$ cat src/rtl/piecewise_linear_curve_eval_top_defines.svh
// Assertion macros shared by the curve evaluator RTL.
`ifndef PIECEWISE_LINEAR_CURVE_EVAL_TOP_DEFINES_SVH
`define PIECEWISE_LINEAR_CURVE_EVAL_TOP_DEFINES_SVH

`ifndef NO_ASSERTIONS

// Check a property on every clock edge outside reset.
`define PWL_ASSERT(lbl, clk, rst, prop) \
   lbl: assert property (@(posedge clk) disable iff (rst) (prop)) \
      else $error("pwl assertion failed");

// Check that a condition in one cycle is followed by another in the next.
`define PWL_ASSERT_NEXT(lbl, clk, rst, ante, cons) \
   lbl: assert property (@(posedge clk) disable iff (rst) (ante) |=> (cons)) \
      else $error("pwl assertion failed");

`else

`define PWL_ASSERT(lbl, clk, rst, prop)
`define PWL_ASSERT_NEXT(lbl, clk, rst, ante, cons)

`endif

`endif

$ cat src/rtl/pwl_pkg.sv
`default_nettype none

package pwl_pkg;

   // Table geometry
   localparam int MaxPoints  = 16;
   localparam int IdxWidth   = $clog2(MaxPoints);
   localparam int CountWidth = $clog2(MaxPoints + 1);

   // Q16.16 arithmetic
   localparam int DataWidth  = 32;
   localparam int FracBits   = 16;
   localparam int WeightBits = FracBits + 1;
   localparam int StepWidth  = $clog2(WeightBits + 1);
   localparam int ProdWidth  = (DataWidth + 1) + (WeightBits + 1);
   localparam logic [DataWidth-1:0] FactorOne = DataWidth'(1) << FracBits;

   // Item modes
   localparam logic ModeWrite = 1'b0;
   localparam logic ModeEval  = 1'b1;

   typedef enum logic [2:0] {
      ST_IDLE,
      ST_SCAN,
      ST_DIV,
      ST_MUL,
      ST_OUT
   } pwl_state_type;

   typedef enum logic [1:0] {
      SRC_ONE,
      SRC_CUR,
      SRC_INTERP
   } pwl_src_type;

   typedef struct packed {
      logic                capture;
      logic                mem_we;
      logic                rd_en;
      logic [IdxWidth-1:0] rd_addr;
      logic                prev_load;
      logic                div_start;
      logic                mul_load;
      logic                out_load;
      pwl_src_type         out_src;
   } pwl_cmd_type;

   typedef struct packed {
      logic le;
      logic div_busy;
   } pwl_stat_type;

endpackage

`default_nettype wire

$ cat src/rtl/pwl_if.sv
`default_nettype none

// Request channel: breakpoint writes and evaluate items
interface pwl_req_if;
   logic                                  valid;
   logic                                  ready;
   logic                                  mode;
   logic        [pwl_pkg::IdxWidth-1:0]   point_index;
   logic signed [pwl_pkg::DataWidth-1:0]  point_time;
   logic signed [pwl_pkg::DataWidth-1:0]  point_value;
   logic signed [pwl_pkg::DataWidth-1:0]  query_time;

   modport source (
      output valid, mode, point_index, point_time, point_value, query_time,
      input  ready
   );
   modport sink (
      input  valid, mode, point_index, point_time, point_value, query_time,
      output ready
   );
endinterface

// Response channel: one factor per evaluate item
interface pwl_rsp_if;
   logic                                  valid;
   logic                                  ready;
   logic signed [pwl_pkg::DataWidth-1:0]  factor;

   modport source (output valid, factor, input ready);
   modport sink (input valid, factor, output ready);
endinterface

`default_nettype wire

$ cat src/rtl/pwl_div.sv
`default_nettype none
`include "piecewise_linear_curve_eval_top_defines.svh"

module pwl_div (
   input  wire logic                            clock,
   input  wire logic                            reset,
   input  wire logic                            start,
   input  wire logic [pwl_pkg::DataWidth-1:0]   dividend,
   input  wire logic [pwl_pkg::DataWidth-1:0]   divisor,
   output logic                                 busy,
   output logic [pwl_pkg::WeightBits-1:0]       quotient
);

   logic                                busy_ff, busy_in;
   logic [pwl_pkg::StepWidth-1:0]       cnt_ff, cnt_in;
   logic [pwl_pkg::DataWidth:0]         rem_ff, rem_in;
   logic [pwl_pkg::DataWidth-1:0]       den_ff, den_in;
   logic [pwl_pkg::WeightBits-1:0]      quo_ff, quo_in;
   logic                                first;
   logic [pwl_pkg::DataWidth:0]         trial;
   logic                                ge;

   // One restoring step a cycle; the first step compares without a shift
   always_comb begin
      first   = (cnt_ff == pwl_pkg::StepWidth'(pwl_pkg::WeightBits));
      trial   = first ? rem_ff : {rem_ff[pwl_pkg::DataWidth-1:0], 1'b0};
      ge      = (trial >= {1'b0, den_ff});
      busy_in = busy_ff;
      cnt_in  = cnt_ff;
      rem_in  = rem_ff;
      den_in  = den_ff;
      quo_in  = quo_ff;
      if (start) begin
         busy_in = 1'b1;
         cnt_in  = pwl_pkg::StepWidth'(pwl_pkg::WeightBits);
         rem_in  = {1'b0, dividend};
         den_in  = divisor;
         quo_in  = '0;
      end else if (busy_ff) begin
         rem_in  = ge ? (trial - {1'b0, den_ff}) : trial;
         quo_in  = {quo_ff[pwl_pkg::WeightBits-2:0], ge};
         cnt_in  = cnt_ff - 1'b1;
         busy_in = (cnt_ff != pwl_pkg::StepWidth'(1));
      end
   end

   // Hold control under reset
   always_ff @(posedge clock) begin
      if (reset) begin
         busy_ff <= 1'b0;
         cnt_ff  <= '0;
      end else begin
         busy_ff <= busy_in;
         cnt_ff  <= cnt_in;
      end
   end

   // Advance remainder and quotient
   always_ff @(posedge clock) begin
      rem_ff <= rem_in;
      den_ff <= den_in;
      quo_ff <= quo_in;
   end

   assign busy     = busy_ff;
   assign quotient = quo_ff;

   `PWL_ASSERT_NEXT(a_div_start, clock, reset, start, busy_ff && first)
   `PWL_ASSERT(a_div_count, clock, reset, busy_ff |-> cnt_ff != '0)
   `PWL_ASSERT(a_div_idle, clock, reset, !busy_ff |-> cnt_ff == '0)

endmodule

`default_nettype wire

$ cat src/rtl/pwl_dp.sv
`default_nettype none

module pwl_dp (
   input  wire logic                                 clock,
   input  wire logic                                 reset,
   input  wire pwl_pkg::pwl_cmd_type                 cmd,
   output pwl_pkg::pwl_stat_type                     stat,
   input  wire logic        [pwl_pkg::IdxWidth-1:0]  wr_index,
   input  wire logic signed [pwl_pkg::DataWidth-1:0] wr_time,
   input  wire logic signed [pwl_pkg::DataWidth-1:0] wr_value,
   input  wire logic signed [pwl_pkg::DataWidth-1:0] query_time,
   output logic signed      [pwl_pkg::DataWidth-1:0] factor
);

   localparam int W = pwl_pkg::DataWidth;

   logic [2*W-1:0]                        mem_ff [pwl_pkg::MaxPoints];
   logic [2*W-1:0]                        rd_ff;
   logic [W-1:0]                          q_ff;
   logic [W-1:0]                          prev_time_ff;
   logic [W-1:0]                          prev_value_ff;
   logic signed [pwl_pkg::ProdWidth-1:0]  prod_ff, prod_in;
   logic [W-1:0]                          factor_ff, factor_in;

   logic [W-1:0]                          cur_time;
   logic [W-1:0]                          cur_value;
   logic [W:0]                            span;
   logic [W:0]                            offset;
   logic                                  span_pos;
   logic [W-1:0]                          div_num;
   logic [W-1:0]                          div_den;
   logic                                  div_busy;
   logic [pwl_pkg::WeightBits-1:0]        weight;
   logic signed [W:0]                     delta;
   logic signed [pwl_pkg::WeightBits:0]   weight_s;

   // Breakpoint table: one write and one registered read a cycle
   always_ff @(posedge clock) begin
      if (cmd.mem_we) begin
         mem_ff[wr_index] <= {wr_time, wr_value};
      end
      if (cmd.rd_en) begin
         rd_ff <= mem_ff[cmd.rd_addr];
      end
   end

   assign cur_time  = rd_ff[2*W-1:W];
   assign cur_value = rd_ff[W-1:0];

   // Segment arithmetic on the entry just read and the one before it
   always_comb begin
      span     = {cur_time[W-1], cur_time} - {prev_time_ff[W-1], prev_time_ff};
      offset   = {q_ff[W-1], q_ff} - {prev_time_ff[W-1], prev_time_ff};
      span_pos = !span[W] && (span != '0);
      div_num  = span_pos ? offset[W-1:0] : '0;
      div_den  = span_pos ? span[W-1:0] : W'(1);
      delta    = $signed({cur_value[W-1], cur_value})
                 - $signed({prev_value_ff[W-1], prev_value_ff});
      weight_s = $signed({1'b0, weight});
      prod_in  = delta * weight_s;
   end

   pwl_div u_div (
      .clock    (clock),
      .reset    (reset),
      .start    (cmd.div_start),
      .dividend (div_num),
      .divisor  (div_den),
      .busy     (div_busy),
      .quotient (weight)
   );

   // Pick the result: empty curve, a stored value, or the interpolation
   always_comb begin
      case (cmd.out_src)
         pwl_pkg::SRC_ONE:    factor_in = pwl_pkg::FactorOne;
         pwl_pkg::SRC_CUR:    factor_in = cur_value;
         pwl_pkg::SRC_INTERP: factor_in = prev_value_ff
                                          + prod_ff[pwl_pkg::FracBits +: W];
         default:             factor_in = '0;
      endcase
   end

   // Hold query, previous point, product and output register
   always_ff @(posedge clock) begin
      if (cmd.capture) begin
         q_ff <= query_time;
      end
      if (cmd.prev_load) begin
         prev_time_ff  <= cur_time;
         prev_value_ff <= cur_value;
      end
      if (cmd.mul_load) begin
         prod_ff <= prod_in;
      end
      if (cmd.out_load) begin
         factor_ff <= factor_in;
      end
   end

   assign stat.le       = ($signed(q_ff) <= $signed(cur_time));
   assign stat.div_busy = div_busy;
   assign factor        = factor_ff;

endmodule

`default_nettype wire

$ cat src/rtl/pwl_ctrl.sv
`default_nettype none
`include "piecewise_linear_curve_eval_top_defines.svh"

module pwl_ctrl (
   input  wire logic                               clock,
   input  wire logic                               reset,
   input  wire logic                               csr_we,
   input  wire logic [pwl_pkg::CountWidth-1:0]     csr_wdata,
   input  wire logic                               req_valid,
   input  wire logic                               req_mode,
   output logic                                    req_ready,
   output logic                                    rsp_valid,
   input  wire logic                               rsp_ready,
   output pwl_pkg::pwl_cmd_type                    cmd,
   input  wire pwl_pkg::pwl_stat_type              stat
);

   pwl_pkg::pwl_state_type              state_ff, state_in;
   pwl_pkg::pwl_src_type                src_ff, src_in;
   logic [pwl_pkg::IdxWidth-1:0]        idx_ff, idx_in;
   logic [pwl_pkg::CountWidth-1:0]      count_ff, count_in;
   logic                                rsp_valid_ff, rsp_valid_in;
   logic [pwl_pkg::CountWidth-1:0]      n_eff;
   logic [pwl_pkg::CountWidth-1:0]      idx_ext;
   logic [pwl_pkg::CountWidth-1:0]      idx_next;
   logic                                out_free;

   // Clamp the point count to the table size
   assign n_eff = (count_ff > pwl_pkg::CountWidth'(pwl_pkg::MaxPoints))
                  ? pwl_pkg::CountWidth'(pwl_pkg::MaxPoints) : count_ff;
   assign idx_ext  = pwl_pkg::CountWidth'(idx_ff);
   assign idx_next = idx_ext + 1'b1;
   assign out_free = !rsp_valid_ff || rsp_ready;

   // Next state and commands
   always_comb begin
      state_in     = state_ff;
      src_in       = src_ff;
      idx_in       = idx_ff;
      count_in     = csr_we ? csr_wdata : count_ff;
      rsp_valid_in = rsp_valid_ff && !rsp_ready;
      req_ready    = 1'b0;
      cmd          = '0;
      case (state_ff)
         pwl_pkg::ST_IDLE: begin
            req_ready = 1'b1;
            if (req_valid) begin
               if (req_mode == pwl_pkg::ModeWrite) begin
                  cmd.mem_we = 1'b1;
               end else begin
                  cmd.capture = 1'b1;
                  if (n_eff == '0) begin
                     src_in   = pwl_pkg::SRC_ONE;
                     state_in = pwl_pkg::ST_OUT;
                  end else begin
                     cmd.rd_en   = 1'b1;
                     cmd.rd_addr = '0;
                     idx_in      = '0;
                     state_in    = pwl_pkg::ST_SCAN;
                  end
               end
            end
         end
         pwl_pkg::ST_SCAN: begin
            if (stat.le) begin
               if (idx_ff == '0) begin
                  src_in   = pwl_pkg::SRC_CUR;
                  state_in = pwl_pkg::ST_OUT;
               end else begin
                  cmd.div_start = 1'b1;
                  state_in      = pwl_pkg::ST_DIV;
               end
            end else if (idx_next == n_eff) begin
               // past the last breakpoint: keep its value
               src_in   = pwl_pkg::SRC_CUR;
               state_in = pwl_pkg::ST_OUT;
            end else begin
               cmd.prev_load = 1'b1;
               cmd.rd_en     = 1'b1;
               cmd.rd_addr   = idx_next[pwl_pkg::IdxWidth-1:0];
               idx_in        = idx_next[pwl_pkg::IdxWidth-1:0];
            end
         end
         pwl_pkg::ST_DIV: begin
            if (!stat.div_busy) begin
               state_in = pwl_pkg::ST_MUL;
            end
         end
         pwl_pkg::ST_MUL: begin
            cmd.mul_load = 1'b1;
            src_in       = pwl_pkg::SRC_INTERP;
            state_in     = pwl_pkg::ST_OUT;
         end
         pwl_pkg::ST_OUT: begin
            // wait for the output register to drain
            if (out_free) begin
               cmd.out_load = 1'b1;
               cmd.out_src  = src_ff;
               rsp_valid_in = 1'b1;
               state_in     = pwl_pkg::ST_IDLE;
            end
         end
         default: begin
            state_in = pwl_pkg::ST_IDLE;
         end
      endcase
   end

   // State register
   always_ff @(posedge clock) begin
      if (reset) begin
         state_ff     <= pwl_pkg::ST_IDLE;
         count_ff     <= '0;
         rsp_valid_ff <= 1'b0;
         idx_ff       <= '0;
         src_ff       <= pwl_pkg::SRC_ONE;
      end else begin
         state_ff     <= state_in;
         count_ff     <= count_in;
         rsp_valid_ff <= rsp_valid_in;
         idx_ff       <= idx_in;
         src_ff       <= src_in;
      end
   end

   assign rsp_valid = rsp_valid_ff;

   `PWL_ASSERT_NEXT(a_empty_gives_one, clock, reset, state_ff == pwl_pkg::ST_IDLE && req_valid && req_mode == pwl_pkg::ModeEval && n_eff == '0, state_ff == pwl_pkg::ST_OUT && src_ff == pwl_pkg::SRC_ONE)
   `PWL_ASSERT(a_scan_in_range, clock, reset, state_ff == pwl_pkg::ST_SCAN |-> idx_ext < n_eff)
   `PWL_ASSERT(a_rsp_from_out, clock, reset, $rose(rsp_valid_ff) |-> $past(state_ff == pwl_pkg::ST_OUT))

endmodule

`default_nettype wire

$ cat src/rtl/piecewise_linear_curve_eval_top.sv
`default_nettype none
// Piecewise linear curve evaluator, signed Q16.16.
// csr_we/csr_wdata set the number of breakpoints in use (0 to 16; larger
// values act as 16). Write it only while the block is idle.
// req_ch carries items: mode 0 writes point_time/point_value into slot
// point_index and gives no response; mode 1 evaluates at query_time and
// gives one factor on rsp_ch (1.0 when no breakpoints are in use).
// A write transfer completes in its accept cycle. An evaluate walks the
// table one breakpoint a cycle through its single read port, then runs a
// shift-subtract divider for the weight and a multiply step. The next
// item is taken the cycle after the result is loaded. The result sits in
// an output register, so new items are taken while it waits; a stalled
// receiver holds the evaluate after it in its final cycle until the
// register drains.
// Reset clears the point count and the response valid; table contents
// are left as they are and must be written before use.
module piecewise_linear_curve_eval_top (
   input  wire logic                               clock,
   input  wire logic                               reset,
   input  wire logic                               csr_we,
   input  wire logic [pwl_pkg::CountWidth-1:0]     csr_wdata,
   pwl_req_if.sink                                 req_ch,
   pwl_rsp_if.source                               rsp_ch
);

   pwl_pkg::pwl_cmd_type  cmd;
   pwl_pkg::pwl_stat_type stat;

   pwl_ctrl u_ctrl (
      .clock     (clock),
      .reset     (reset),
      .csr_we    (csr_we),
      .csr_wdata (csr_wdata),
      .req_valid (req_ch.valid),
      .req_mode  (req_ch.mode),
      .req_ready (req_ch.ready),
      .rsp_valid (rsp_ch.valid),
      .rsp_ready (rsp_ch.ready),
      .cmd       (cmd),
      .stat      (stat)
   );

   pwl_dp u_dp (
      .clock      (clock),
      .reset      (reset),
      .cmd        (cmd),
      .stat       (stat),
      .wr_index   (req_ch.point_index),
      .wr_time    (req_ch.point_time),
      .wr_value   (req_ch.point_value),
      .query_time (req_ch.query_time),
      .factor     (rsp_ch.factor)
   );

endmodule

`default_nettype wire

$ cat src/flat_wrapper.sv
// flat-port wrapper written by rule: the top's interface ports become plain ports
module piecewise_linear_curve_eval_top_flat 
  (clock, reset, csr_we, csr_wdata, req_ch_valid, req_ch_mode, req_ch_point_index, req_ch_point_time, req_ch_point_value, req_ch_query_time, req_ch_ready, rsp_ch_valid, rsp_ch_factor, rsp_ch_ready);
  pwl_req_if req_ch_i ();
  pwl_rsp_if rsp_ch_i ();
  input  wire logic clock;
  input  wire logic reset;
  input  wire logic csr_we;
  input  wire logic [pwl_pkg::CountWidth-1:0] csr_wdata;
  input wire logic [$bits(req_ch_i.valid)-1:0] req_ch_valid;
  input wire logic [$bits(req_ch_i.mode)-1:0] req_ch_mode;
  input wire logic [$bits(req_ch_i.point_index)-1:0] req_ch_point_index;
  input wire logic [$bits(req_ch_i.point_time)-1:0] req_ch_point_time;
  input wire logic [$bits(req_ch_i.point_value)-1:0] req_ch_point_value;
  input wire logic [$bits(req_ch_i.query_time)-1:0] req_ch_query_time;
  output wire logic [$bits(req_ch_i.ready)-1:0] req_ch_ready;
  output wire logic [$bits(rsp_ch_i.valid)-1:0] rsp_ch_valid;
  output wire logic [$bits(rsp_ch_i.factor)-1:0] rsp_ch_factor;
  input wire logic [$bits(rsp_ch_i.ready)-1:0] rsp_ch_ready;
  assign req_ch_i.valid = req_ch_valid;
  assign req_ch_i.mode = req_ch_mode;
  assign req_ch_i.point_index = req_ch_point_index;
  assign req_ch_i.point_time = req_ch_point_time;
  assign req_ch_i.point_value = req_ch_point_value;
  assign req_ch_i.query_time = req_ch_query_time;
  assign req_ch_ready = req_ch_i.ready;
  assign rsp_ch_valid = rsp_ch_i.valid;
  assign rsp_ch_factor = rsp_ch_i.factor;
  assign rsp_ch_i.ready = rsp_ch_ready;
  piecewise_linear_curve_eval_top u_core (.clock(clock), .reset(reset), .csr_we(csr_we), .csr_wdata(csr_wdata), .req_ch(req_ch_i), .rsp_ch(rsp_ch_i));
endmodule
$ cat config.mk
export PLATFORM = sky130hd
export DESIGN_NAME = piecewise_linear_curve_eval_top_flat
export DESIGN_NICKNAME = d
export VERILOG_FILES = /design/src/rtl/pwl_pkg.sv /design/src/rtl/pwl_if.sv /design/src/rtl/pwl_div.sv /design/src/rtl/pwl_dp.sv /design/src/rtl/pwl_ctrl.sv /design/src/rtl/piecewise_linear_curve_eval_top.sv /design/src/flat_wrapper.sv
export VERILOG_INCLUDE_DIRS = /design/src /design/src/rtl
export SDC_FILE = /design/constraint.sdc
export NUM_CORES = 2
export LEC_CHECK = 0
export ABC_CLOCK_PERIOD_IN_PS = 11400
export BUFFER_PORTS_ARGS = -buffer_cell sky130_fd_sc_hd__buf_2
export CORE_AREA = 2 2 554 418
export DETAILED_ROUTE_END_ITERATION = 7
export DIE_AREA = 0 0 556 420
export PLACE_DENSITY = 0.6
export RECOVER_POWER = 100
export SYNTH_ARGS = -nofsm -noshare
export SYNTH_HDL_FRONTEND = slang
export SYNTH_SLANG_ARGS = --single-unit
$ cat constraint.sdc
create_clock -name clock -period 11.4 [get_ports clock]
set_clock_uncertainty 0.1 [all_clocks]
set_input_delay 2.28 -clock clock [delete_from_list [all_inputs] [get_ports clock]]
set_output_delay 2.28 -clock clock [all_outputs]
set_load 0.005 [all_outputs]
==> flow_summary.yaml <==
setup_path:
  cp.required_ns: 11.84
  rrSetupSlack_ns: 1.15
  critical-path-max-stage-delay_ns: 0.51
  r2r-start: "u_core.u_dp.prev_value_ff[1]$_DFFE_PP_"
  crit_type: "flip-flop to flip-flop"
  crit_path_end_kind: "flip-flop"
  path_buf_inv: 6
  reg2reg_depth: 37
  crit_fanout: 17
  r2r-end: "u_core.u_dp.prod_ff[47]$_DFFE_PP_"
  cp-start-kind: "flip-flop"
  endpoint: "u_core.u_dp.prod_ff[47]$_DFFE_PP_"
  critPathLaunch: "u_core.u_dp.prev_value_ff[1]$_DFFE_PP_"
  cp_num_cells: 37
  crit_top_cell: "fa_1"
  worst_ep_arrival_time_ns: 10.69
  slowest_stage: "fa_1"
  critPathTopFamily: "compound AO/OA/AOI/OAI gates"
yosys:
  synth_fa_ha_area_share_pct: 17.8
  syn_nets: 7693
  synth_mux_area_share_pct: 3.90
  synth_area_sq_um: 79600
  ys_seq_area_share_pct: 50.5
  ys.flop_type: "edfxtp_1"
  synth_cells: 6759
  synth-compound-area-share_pct: 8.09
  synth-xor-area-share_pct: 1.95
  async_flop_share_pct: 0
  synth_top_family_by_area: "adder cells"
  ys_warn_count: 0
  synth-seq-cells: 1351
  synth_edf_count: 1312
  syn_area_per_cell_sq_um: 11.8
  synthSimpleGateAreaFrac_pct: 12.4
  yosysUniqueCellTypes: 89
global_route:
  gr-usage-all-layers_pct: 18.7
  grt_start_max_net_pins: 170
  antenna_found_initial: 59
  first_global_vias: 51600
  grt_pass1_wl_mm: 329
  grt_overflow: 0
clock_tree:
  cts_inserted_buffers: 150
  cts_tree: "done"
  path_clk_slew_ns: 0.06
  cts-resized-gates: 0
  cts_hold_buf: 0
  cts_sinks: 1351
  root_buffer: "clkbuf_16"
  clk_path_buf_depth: 3
  cts_max_level: 4
  clock_latency_ns: 0.80
  postCtsSetupBuffers: 0
drt:
  viasPerCell: 5.18
  finalWirelength_mm: 219
  dr.pass1.iters: 5
  wire_per_inst_um: 22.0
  ant_nets: 0
  drt_iter0_markers: 4787
  drcViolationCount: 0
  routed-via-count: 51600
layout:
  mostFrequentLayoutCells: "edfxtp_1, inv_1, nand2_1"
  finalNonFillerCells: 9964
  syn_to_final_growth_pct: 11.0
  reg_top3: "u_core.u_dp.mem_ff (1024), u_core.u_dp.rd_ff (64), u_core.u_dp.u_div.rem_ff (33)"
  layout_commonest_cell: "edfxtp_1"
  fill_cells: 21600
  largest_reg_flops: 1024
  drive_gt1_share_pct: 5.78
  final_nets: 7766
  largest-register: "u_core.u_dp.mem_ff"
sta:
  rsz0062_at_grt: "false"
  worstMarginPinSlew_ns: 4.43
  finalCritPeriodShare_pct: 89.9
  finalMaxSlewViolations: 1436
  setup_viol: 0
  final.min_clock_period_ns: 10.25
  timing.hold.ws_ns: 0.372
  final.setup.tns_ns: 0
  worst_slack_ns: 1.15
  finalHoldViolations: 0
  max_freq_mhz: 97.6
  slew_headroom_pct: -195
power_and_ir_drop:
  pwr-share-seq_pct: 45.9
  comb_power_share_pct: 16.5
  pwr-share-clk_pct: 37.6
  power_switching_mw: 3.48
  internal_power_mw: 8.88
  p_sw_share_pct: 28.2
  p_leak_nw: 33.2
  ir_worst_vdd_v: 0.000118
  power_density_nw_per_um2: 140
floorplan:
  num_rows: 152
  ios: 145
  dieArea_sq_um: 234000
  fp.dieH_um: 420
  die_width_um: 556
  core_area_sq_um: 228000
  start_util_pct: 34.9
placed_design:
  routabilityCongestion: 0.864
  dp_slack_ns: 1.36
  placed_cells: 9683
  portBuffers: 144
  dpl.hpwl_mm: 142
worst_hold_path:
  worst_hold_startpoint: "u_core.u_dp.rd_ff[9]$_DFFE_PP_"
  hold_depth: 0
  min_path_type: "flip-flop to flip-flop"
run:
  max_cap_violations: 40
status:
  run_status: "finished, violations left"
  failed_checks: "max-capacitance violations, max-slew violations"
==> power by group through the flow <==
stage | registers (mW) | clock network (mW) | logic, mW
5_1_grt | 5.68 | 4.93 | 2.27
2_1_floorplan | 5.73 | 0 | 1.36
6_report | 5.68 | 4.65 | 2.03
3_3_place_gp | 5.77 | 0 | 2.00
3_5_place_dp | 5.77 | 0 | 2.04
4_1_cts | 5.67 | 4.75 | 2.05
==> per-stage QoR <==
stage | power, mW | instance area (sq um) | utilization, %
floorplan | 7.08 | 79600 | -
global placement | 7.77 | 84000 | 36.8
detailed placement | 7.81 | 84000 | 36.8
CTS | 12.5 | 88600 | 38.9
global route | 12.9 | 88300 | 38.7
finish | 12.4 | 88300 | 38.7
==> per-layer routing <==
metal	share of wire, %	up-vias	track usage [%]
met5	0.12	-	0
met4	2.4	40	5.11
met3	7.7	294	4.00
met2	44	1735	28.4
met1	46	25900	26.9
li1	-	23600	-
==> worst register-to-register path: cells and delay by family (launching register included) <==
kind                       cells  cell delay, ns
and+or+nand+nor                6            1.22
xor gates and xnor gates       2            0.30
DFF                            1            0.48
buffers and inverters          6            0.50
AOI/OAI and AO/OA             15            3.89
adders and majority gates      8            3.50
==> worst min path at each step <==
stage / endpoint / slack (ns)
after global routing: u_core.u_dp.prev_value_ff[9]$_DFFE_PP_ / 0.38
final: u_core.u_dp.prev_value_ff[9]$_DFFE_PP_ / 0.37
after CTS: u_core.u_dp.prev_value_ff[9]$_DFFE_PP_ / 0.37
after global placement: u_core.u_dp.prev_value_ff[0]$_DFFE_PP_ / 0.37
after detailed placement: u_core.u_dp.prev_value_ff[0]$_DFFE_PP_ / 0.37
after floorplan: u_core.u_dp.prev_value_ff[0]$_DFFE_PP_ / 0.35
==> cells by family (layout without fill, tap and decap cells) <==
kind of cell | count (synthesis) | after routing
adder cells (fa/ha/maj) | 823 | 823
AO/OA/AOI/OAI | 925 | 925
AND/OR/NAND/NOR | 2067 | 2067
multiplexers | 289 | 289
other | 0 | 20
buffers and inverters | 1128 | 1310
XOR/XNOR | 176 | 176
flip-flops | 1351 | 1351
==> cell usage after synthesis (all sizes together), types with 17 or more instances <==
cell type | n | area share, %
o21ai | 106 | 0.67
buf | 27 | 0.16
nor2b | 184 | 1.5
nand2b | 39 | 0.31
nand4 | 29 | 0.23
a211oi | 151 | 1.4
dfxtp | 39 | 0.98
xor2 | 63 | 0.69
and2 | 275 | 2.2
fa | 519 | 13
edfxtp | 1312 | 50
clkbuf | 301 | 1.4
nand2 | 712 | 3.4
nor3 | 330 | 2.1
a21oi | 162 | 1.0
mux4 | 17 | 0.48
a31o | 29 | 0.32
nand3 | 36 | 0.23
o21a | 47 | 0.44
a221o | 67 | 0.84
mux2i | 271 | 3.4
and3 | 23 | 0.18
xnor2 | 112 | 1.2
nor2 | 372 | 1.8
ha | 304 | 4.8
a21o | 86 | 0.81
a31oi | 148 | 1.2
inv | 799 | 3.8
==> cell type report <==
| type | count | area (sq um) | area share, % |
|---|---|---|---|
| inverters | 800 | 3010 | 3.40 |
| multi-input cells | 4280 | 35300 | 40.0 |
| well taps | 3003 | 3760 | 4.25 |
| clock inverters | 76 | 743 | 0.842 |
| diodes | 20 | 50.0 | 0.0567 |
| repair buffers | 249 | 1330 | 1.50 |
| clock buffers | 185 | 3920 | 4.43 |
| flip-flops and latches | 1351 | 40200 | 45.5 |
No activity file was read; power rests on OpenSTA's default activity.
